[src/adzc_pkg.sv]
`timescale 1ns / 1ps
package adzc_pkg;

  localparam int SAMPLE_BITS_DEF = 12;
  localparam int CFG_IDX_W = 3;
  localparam int CFG_DATA_W = 12;
  localparam int VAL_W = 12;
  localparam int DEN_W = 12;
  localparam int DIV_BITS_PER_STAGE = 4;
  localparam logic [VAL_W-1:0] OUT_MAX = 12'd4095;

  typedef enum logic [CFG_IDX_W-1:0] {
    REG_IN_MIDPOINT  = 3'd0,
    REG_IN_MARGIN    = 3'd1,
    REG_DEAD_ZONE    = 3'd2,
    REG_OUT_MIDPOINT = 3'd3,
    REG_OUT_MARGIN   = 3'd4,
    REG_INVERT_MODE  = 3'd5
  } reg_idx_t;

  // Per-word control that rides alongside the divider lanes
  typedef struct packed {
    logic neg_a;
    logic neg_b;
    logic low;
    logic high;
    logic fault;
  } adzc_side_t;

endpackage

[src/adzc_div.sv]
`timescale 1ns / 1ps
module adzc_div #(
  parameter int MW = 28
) (
  input  logic                       clk,
  input  logic                       rst,
  input  logic                       en,
  input  logic                       in_valid,
  input  logic [MW-1:0]              in_num_a,
  input  logic [MW-1:0]              in_num_b,
  input  adzc_pkg::adzc_side_t       in_side,
  input  logic [adzc_pkg::DEN_W-1:0] den,
  output logic                       out_valid,
  output logic [MW-1:0]              out_q_a,
  output logic [MW-1:0]              out_q_b,
  output adzc_pkg::adzc_side_t       out_side
);
  import adzc_pkg::*;

  localparam int BPS = DIV_BITS_PER_STAGE;
  localparam int NST = (MW + BPS - 1) / BPS;

  // Restoring division, two lanes sharing one divisor, BPS quotient bits a stage
  logic [DEN_W-1:0] rem_a [NST+1];
  logic [DEN_W-1:0] rem_b [NST+1];
  logic [MW-1:0]    nq_a  [NST+1];
  logic [MW-1:0]    nq_b  [NST+1];
  logic             vld   [NST+1];
  adzc_side_t       side  [NST+1];

  assign rem_a[0] = '0;
  assign rem_b[0] = '0;
  assign nq_a[0]  = in_num_a;
  assign nq_b[0]  = in_num_b;
  assign vld[0]   = in_valid;
  assign side[0]  = in_side;

  for (genvar k = 0; k < NST; k++) begin : g_stage
    logic [DEN_W-1:0] ra_next, rb_next;
    logic [MW-1:0]    qa_next, qb_next;

    always_comb begin
      logic [DEN_W:0] ta, tb;
      ra_next = rem_a[k];
      rb_next = rem_b[k];
      qa_next = nq_a[k];
      qb_next = nq_b[k];
      for (int j = 0; j < BPS; j++) begin
        if (k * BPS + j < MW) begin
          ta = {ra_next, qa_next[MW-1]};
          tb = {rb_next, qb_next[MW-1]};
          qa_next = {qa_next[MW-2:0], 1'b0};
          qb_next = {qb_next[MW-2:0], 1'b0};
          if (ta >= {1'b0, den}) begin
            ta = ta - {1'b0, den};
            qa_next[0] = 1'b1;
          end
          if (tb >= {1'b0, den}) begin
            tb = tb - {1'b0, den};
            qb_next[0] = 1'b1;
          end
          ra_next = ta[DEN_W-1:0];
          rb_next = tb[DEN_W-1:0];
        end
      end
    end

    always_ff @(posedge clk) begin
      if (rst) begin
        vld[k+1] <= 1'b0;
      end else if (en) begin
        vld[k+1] <= vld[k];
      end
      if (en) begin
        rem_a[k+1] <= ra_next;
        rem_b[k+1] <= rb_next;
        nq_a[k+1]  <= qa_next;
        nq_b[k+1]  <= qb_next;
        side[k+1]  <= side[k];
      end
    end
  end

  assign out_valid = vld[NST];
  assign out_q_a   = nq_a[NST];
  assign out_q_b   = nq_b[NST];
  assign out_side  = side[NST];

endmodule

[src/axis_deadzone_calibrator_core.sv]
`timescale 1ns / 1ps
// Joystick axis calibrator: takes one raw ADC sample a cycle and returns the
// calibrated 12-bit axis value with a dead zone around the rest point and a
// linear gain outside it (all divisions truncate toward zero, result clipped
// to 0..4095). The pipelined restoring divider yields four quotient bits a
// stage. Throughput is one word a cycle while out_stall stays low; a stall
// freezes the whole pipeline and in_stall follows it in the same cycle. Write
// registers only when no word is in flight; cfg_ready is always high and
// writes to unknown indexes are dropped. divide_fault flags a non-positive
// in_margin minus twice dead_zone, and the value is then out_midpoint.
module axis_deadzone_calibrator_core #(
  parameter int SAMPLE_BITS = adzc_pkg::SAMPLE_BITS_DEF
) (
  input  logic                            clk,
  input  logic                            rst,
  input  logic                            cfg_valid,
  output logic                            cfg_ready,
  input  logic [adzc_pkg::CFG_IDX_W-1:0]  cfg_index,
  input  logic [adzc_pkg::CFG_DATA_W-1:0] cfg_data,
  input  logic                            in_valid,
  output logic                            in_stall,
  input  logic [SAMPLE_BITS-1:0]          sample,
  output logic                            out_valid,
  input  logic                            out_stall,
  output logic [adzc_pkg::VAL_W-1:0]      calibrated_value,
  output logic                            divide_fault
);
  import adzc_pkg::*;

  // Mirrored sample spans -(2^SAMPLE_BITS-1) .. max(8190, 2^SAMPLE_BITS-1), signed
  localparam int SW = ((SAMPLE_BITS > 13) ? SAMPLE_BITS : 13) + 2;
  localparam int PW = SW + 13;   // signed product width
  localparam int MW = PW;        // divider magnitude width
  localparam int VW = MW + 3;    // sum width

  // Configuration registers
  logic [11:0] in_midpoint, in_margin, out_midpoint, out_margin;
  logic [10:0] dead_zone;
  logic [1:0]  invert_mode;

  assign cfg_ready = 1'b1;

  always_ff @(posedge clk) begin
    if (rst) begin
      in_midpoint  <= 12'd2048;
      in_margin    <= 12'd2048;
      dead_zone    <= 11'd0;
      out_midpoint <= 12'd2048;
      out_margin   <= 12'd2048;
      invert_mode  <= 2'd0;
    end else if (cfg_valid) begin
      unique case (cfg_index)
        REG_IN_MIDPOINT:  in_midpoint  <= cfg_data;
        REG_IN_MARGIN:    in_margin    <= cfg_data;
        REG_DEAD_ZONE:    dead_zone    <= cfg_data[10:0];
        REG_OUT_MIDPOINT: out_midpoint <= cfg_data;
        REG_OUT_MARGIN:   out_margin   <= cfg_data;
        REG_INVERT_MODE:  invert_mode  <= cfg_data[1:0];
        default: ;
      endcase
    end
  end

  // Whole pipeline moves together; it holds only when the output word waits
  logic adv;
  assign adv      = !out_valid || !out_stall;
  assign in_stall = !adv;

  // Divisor: in_margin - 2*dead_zone, fault when not positive
  logic signed [13:0] den_c;
  logic               fault_c;
  assign den_c   = $signed({2'b00, in_margin}) - $signed({2'b00, dead_zone, 1'b0});
  assign fault_c = (den_c <= 14'sd0);

  // Stage A: mirror input, pick side and offset numerator
  logic signed [SW-1:0] imid_s, dz_s, smp_s, s_c, x_c, marg_s;
  logic                 low_c, high_c;

  assign imid_s = $signed({{(SW-12){1'b0}}, in_midpoint});
  assign dz_s   = $signed({{(SW-12){1'b0}}, dead_zone, 1'b0});
  assign marg_s = $signed({{(SW-12){1'b0}}, in_margin});
  assign smp_s  = $signed({{(SW-SAMPLE_BITS){1'b0}}, sample});
  assign s_c    = invert_mode[0] ? (imid_s + imid_s - smp_s) : smp_s;
  assign low_c  = s_c < (imid_s - dz_s);
  assign high_c = s_c > (imid_s + dz_s);
  assign x_c    = low_c ? (marg_s - imid_s) : (-dz_s - imid_s);

  logic                 a_valid, a_low, a_high, a_fault;
  logic signed [SW-1:0] a_s, a_x;

  always_ff @(posedge clk) begin
    if (rst) begin
      a_valid <= 1'b0;
    end else if (adv) begin
      a_valid <= in_valid;
    end
    if (adv) begin
      a_s     <= s_c;
      a_x     <= x_c;
      a_low   <= low_c;
      a_high  <= high_c;
      a_fault <= fault_c;
    end
  end

  // Stage B: gain products
  logic signed [12:0]   omarg_s;
  logic signed [PW-1:0] p1_c, p2_c;
  assign omarg_s = $signed({1'b0, out_margin});
  assign p1_c    = PW'(a_s) * PW'(omarg_s);
  assign p2_c    = PW'(a_x) * PW'(omarg_s);

  logic                 b_valid, b_low, b_high, b_fault;
  logic signed [PW-1:0] b_p1, b_p2;

  always_ff @(posedge clk) begin
    if (rst) begin
      b_valid <= 1'b0;
    end else if (adv) begin
      b_valid <= a_valid;
    end
    if (adv) begin
      b_p1    <= p1_c;
      b_p2    <= p2_c;
      b_low   <= a_low;
      b_high  <= a_high;
      b_fault <= a_fault;
    end
  end

  // Stage C: split into sign and magnitude for the divider
  logic             c_valid;
  logic [MW-1:0]    c_mag1, c_mag2;
  adzc_side_t       c_side;

  always_ff @(posedge clk) begin
    if (rst) begin
      c_valid <= 1'b0;
    end else if (adv) begin
      c_valid <= b_valid;
    end
    if (adv) begin
      c_mag1       <= b_p1[PW-1] ? MW'(-b_p1) : MW'(b_p1);
      c_mag2       <= b_p2[PW-1] ? MW'(-b_p2) : MW'(b_p2);
      c_side.neg_a <= b_p1[PW-1];
      c_side.neg_b <= b_p2[PW-1];
      c_side.low   <= b_low;
      c_side.high  <= b_high;
      c_side.fault <= b_fault;
    end
  end

  // Divider stages
  logic          d_valid;
  logic [MW-1:0] d_q1, d_q2;
  adzc_side_t    d_side;

  adzc_div #(
    .MW (MW)
  ) u_div (
    .clk       (clk),
    .rst       (rst),
    .en        (adv),
    .in_valid  (c_valid),
    .in_num_a  (c_mag1),
    .in_num_b  (c_mag2),
    .in_side   (c_side),
    .den       (den_c[11:0]),
    .out_valid (d_valid),
    .out_q_a   (d_q1),
    .out_q_b   (d_q2),
    .out_side  (d_side)
  );

  // Stage E: restore signs, add offsets
  logic signed [VW-1:0] q1_s, q2_s, omid_v, omarg_v, sum_c, v_c;
  assign q1_s    = d_side.neg_a ? -$signed({3'b000, d_q1}) : $signed({3'b000, d_q1});
  assign q2_s    = d_side.neg_b ? -$signed({3'b000, d_q2}) : $signed({3'b000, d_q2});
  assign omid_v  = $signed({{(VW-12){1'b0}}, out_midpoint});
  assign omarg_v = $signed({{(VW-12){1'b0}}, out_margin});
  assign sum_c   = q1_s + q2_s + omid_v - (d_side.low ? omarg_v : '0);
  assign v_c     = (d_side.low || d_side.high) ? sum_c : omid_v;

  logic                 e_valid, e_fault;
  logic signed [VW-1:0] e_v;

  always_ff @(posedge clk) begin
    if (rst) begin
      e_valid <= 1'b0;
    end else if (adv) begin
      e_valid <= d_valid;
    end
    if (adv) begin
      e_v     <= v_c;
      e_fault <= d_side.fault;
    end
  end

  // Stage F: mirror output, saturate, fault override
  logic signed [VW-1:0] vm_c;
  logic [VAL_W-1:0]     sat_c;
  assign vm_c = invert_mode[1] ? (omid_v + omid_v - e_v) : e_v;

  always_comb begin
    if (vm_c < 0) begin
      sat_c = '0;
    end else if (vm_c > $signed({{(VW-12){1'b0}}, OUT_MAX})) begin
      sat_c = OUT_MAX;
    end else begin
      sat_c = vm_c[VAL_W-1:0];
    end
  end

  always_ff @(posedge clk) begin
    if (rst) begin
      out_valid <= 1'b0;
    end else if (adv) begin
      out_valid <= e_valid;
    end
    if (adv) begin
      calibrated_value <= e_fault ? out_midpoint : sat_c;
      divide_fault     <= e_fault;
    end
  end

endmodule
[config.mk]
export PLATFORM = sky130hd
export DESIGN_NAME = axis_deadzone_calibrator_core
export DESIGN_NICKNAME = d
export VERILOG_FILES = /design/src/adzc_pkg.sv /design/src/adzc_div.sv /design/src/axis_deadzone_calibrator_core.sv
export SDC_FILE = /design/constraint.sdc
export NUM_CORES = 2
export LEC_CHECK = 0
export ABC_AREA = 0
export BUFFER_PORTS_ARGS = -buffer_cell sky130_fd_sc_hd__buf_2
export CAP_MARGIN = 10
export CELL_PAD_IN_SITES_DETAIL_PLACEMENT = 0
export CELL_PAD_IN_SITES_GLOBAL_PLACEMENT = 1
export CORE_MARGIN = 2
export CORE_UTILIZATION = 52
export DETAILED_ROUTE_END_ITERATION = 16
export PLACE_DENSITY = 0.9
export SYNTH_ARGS = -nofsm -noshare
export SYNTH_HDL_FRONTEND = slang
export SYNTH_SLANG_ARGS = --single-unit
[constraint.sdc]
create_clock -name clk -period 38.1 [get_ports clk]
set_clock_uncertainty 0.1 [all_clocks]
set_input_delay 5.715 -clock clk [delete_from_list [all_inputs] [get_ports clk]]
set_output_delay 5.715 -clock clk [all_outputs]
set_load 0.01 [all_outputs]
==> out/qor.yml <==
critical_path:
  cp-startpoint: "in_margin[1]"
  arrival_ns: 15.34
  reg2reg_depth: 54
  rr_endpoint: "u_div.rem_a[70]"
  max_stage_delay_ns: 0.92
  crit_path_top_delay_cell: "a21oi_1"
  path_max_fanout: 22
  startpoint_type: "register"
  rrSetupSlack_ns: 23.13
  setup.worst_path.end_class: "register"
  r2r_start: "in_margin[1]"
  crit_path_end: "u_div.rem_a[70]"
  worst-setup-path-type: "reg2reg"
  worstPathRequired_ns: 38.47
synth:
  syn_nets: 10200
  synth_top_area_cell: "edfxtp_1"
  synth_cells: 8798
  synth_top_area_share_pct: 27.6
  yosysSeqAreaShare_pct: 29.4
  synth_warnings: 0
  ys_types: 116
  netlist_area_mm2: 0.0835
  synth-edff-count: 768
  async_reset_ff_share_pct: 0
  synth.area.top_cells: "edfxtp_1, ha_1, fa_1, xnor2_1, inv_1"
  syn_area_per_cell_um2: 9.49
  synth_flop_cell: "edfxtp_1"
  synth_seq_cells: 841
clock_tree:
  cts_resized: 0
  cts_root_buf: "clkbuf_16"
  cts_tree: "done"
  postCtsSetupBuffers: 0
  cts_buffers: 99
  clkTransAtPathRegs_ns: 0.07
  cts-htree-levels: 3
  clock_latency_ns: 0.73
  cts_sinks: 841
  cts_hold_buf: 0
  clk_path_buf_depth: 3
die:
  start_util_pct: 52.2
  fp.dieW_um: 405
  die_y_um: 405
  rows: 147
  coreArea_mm2: 0.160
  die_area_mm2: 0.164
  pin_count: 48
timing:
  finalMaxSlewViolations: 0
  setup_viol: 0
  relSlewSlack_pct: 18.2
  period_minus_slack_ns: 14.97
  fin_crit_sh_pct: 39.3
  final.setup.tns_ns: 0
  worst_pin_slew_ns: 1.22
  timing.final.hold_violations: 0
  timing.fmax_mhz: 66.8
  rsz0062_at_grt: "no"
run_status:
  status: "finished clean"
grt:
  grt_pass1_vias: 64900
  antenna_found_initial: 5
  grt_first_pass_wirelength_um: 368000
  grt_max_degree: 193
  grt_overflow: 0
  gr-usage-all-layers_pct: 28.8
route:
  ant_nets: 0
  drc: 0
  avgViaCountPerCell: 6.04
  vias: 66300
  drt-initial-drc-count: 5605
  wire_per_inst_um: 21.6
  dr.pass1.iters: 6
  routed_wl_um: 237000
cells_and_area:
  syn_to_final_growth_pct: 7.38
  final_cell_mix: "ha_1, inv_1, nand2_1"
  instances_no_fill: 11000
  multi_input_area_mm2: 0.0546
  fillCellCount: 14000
  final_nets: 10200
  layout_commonest_cell: "ha_1"
  drive_above_1_share_pct: 7.09
  register_area_mm2: 0.0245
flow_run:
  maxCapViolCount: 0
placed_design:
  dp.cells: 10800
  gp_congestion: 0.971
  post-dp-hpwl_um: 182000
  io_buffers: 46
worst_hold_path:
  hp-class: "reg2reg"
==> flip-flops by register name, indices dropped and copies added (netlist names), 6 cells and up <==
name,count
u_div.g_stage.qa_next,144
u_div.g_stage.qb_next,144
u_div.rem_a,72
u_div.rem_b,72
e_v,31
u_div.side,30
b_p1,28
b_p2,28
c_mag1,28
c_mag2,28
u_div.out_q_a,28
u_div.out_q_b,28
u_div.nq_a,24
u_div.nq_b,24
a_x,15
a_s,14
calibrated_value,12
in_margin,12
in_midpoint,12
out_margin,12
out_midpoint,12
dead_zone,11
u_div.vld,6
==> synth_stat cells (22+ instances only) <==
master	count
ha_1	964
inv_1	935
nand2_1	809
edfxtp_1	768
a21oi_1	569
o21ai_0	503
nor2_1	445
xnor2_1	421
fa_1	412
a21o_1	227
xor2_1	217
and2_1	212
mux2_2	177
clkbuf_1	166
nor3_1	138
nand2b_1	135
nor2b_1	135
nand3_1	122
nand4_1	115
mux2i_1	94
o31ai_1	89
o21a_1	88
dfxtp_1	73
o21bai_1	63
or3_1	63
a21boi_0	61
o221ai_1	60
and3_1	47
buf_2	46
or2_2	44
a211oi_1	39
o211ai_1	34
or4_1	32
a31oi_1	30
nor4_1	28
o41ai_1	28
a221oi_1	25
o31a_1	22
==> how the worst min path moves through the flow <==
| stage | from | to | cells after the start |
|---|---|---|---|
| after floorplan | a_fault | b_fault | 0 |
| final | u_div.g_stage[5].qb_next[14] | u_div.g_stage[6].qb_next[18] | 0 |
| after global routing | u_div.g_stage[5].qb_next[14] | u_div.g_stage[6].qb_next[18] | 0 |
| after CTS | u_div.g_stage[5].qb_next[14] | u_div.g_stage[6].qb_next[18] | 0 |
| after global placement | u_div.g_stage[4].qa_next[13] | u_div.g_stage[5].qa_next[17] | 0 |
| after detailed placement | c_mag1[13] | u_div.g_stage[1].qa_next[21] | 0 |
==> per-stage QoR <==
stage / worst slack [ns] / hold slack (ns) / area, um2 / utilization, %
CTS: 23.38 / 0.290 / 89600 / 56.0
global placement: 23.28 / 0.300 / 86200 / 53.9
detailed placement: 23.42 / 0.305 / 86200 / 53.9
finish: 23.13 / 0.290 / 89600 / 56.0
global route: 21.90 / 0.302 / 89600 / 56.0
floorplan: 9.90 / 0.300 / 83500 / -
==> critical path: cells and delay by family (launching register included) <==
family / cells / cell delay, ns
DFF: 1 / 0.33
xor gates and xnor gates: 1 / 0.41
AOI/OAI and AO/OA: 29 / 7.45
and+or+nand+nor: 6 / 1.55
muxes: 2 / 0.73
adders and majority gates: 7 / 2.21
buffers and inverters: 9 / 1.91
==> cells by family (layout without fill, tap and decap cells) <==
family / after synthesis / after routing / share of synthesized area (%)
other cells: 1 / 4 / 0.00449
xor+xnor: 642 / 642 / 6.80
compound gates: 2076 / 2076 / 16.2
mux: 273 / 273 / 3.55
simple gates: 2410 / 2410 / 14.2
fa+ha+maj: 1385 / 1385 / 24.4
flops: 841 / 841 / 29.4
buf+inv: 1170 / 1263 / 5.39
==> metal layers <==
metal	up-vias	part of all wire [%]	GRT usage [%]
met4	2	4.9	12.6
met1	32100	42	37.7
met3	592	6.7	4.11
met2	2302	46	47.6
met5	-	0.0055	0
li1	31300	-	-
==> cell type report <==
class / instances / area share (%)
Antenna cell: 3 / 0.00838
Sequential cell: 841 / 27.4
Clock buffer: 103 / 2.80
Clock inverter: 81 / 0.995
Timing Repair Buffer: 136 / 1.05
Multi-Input combinational cell: 6787 / 60.9
Inverter: 943 / 3.96
Tap cell: 2086 / 2.91
Power is not shown: default switching activity piles up to over one toggle a cycle in this logic, so the estimate is an artifact.
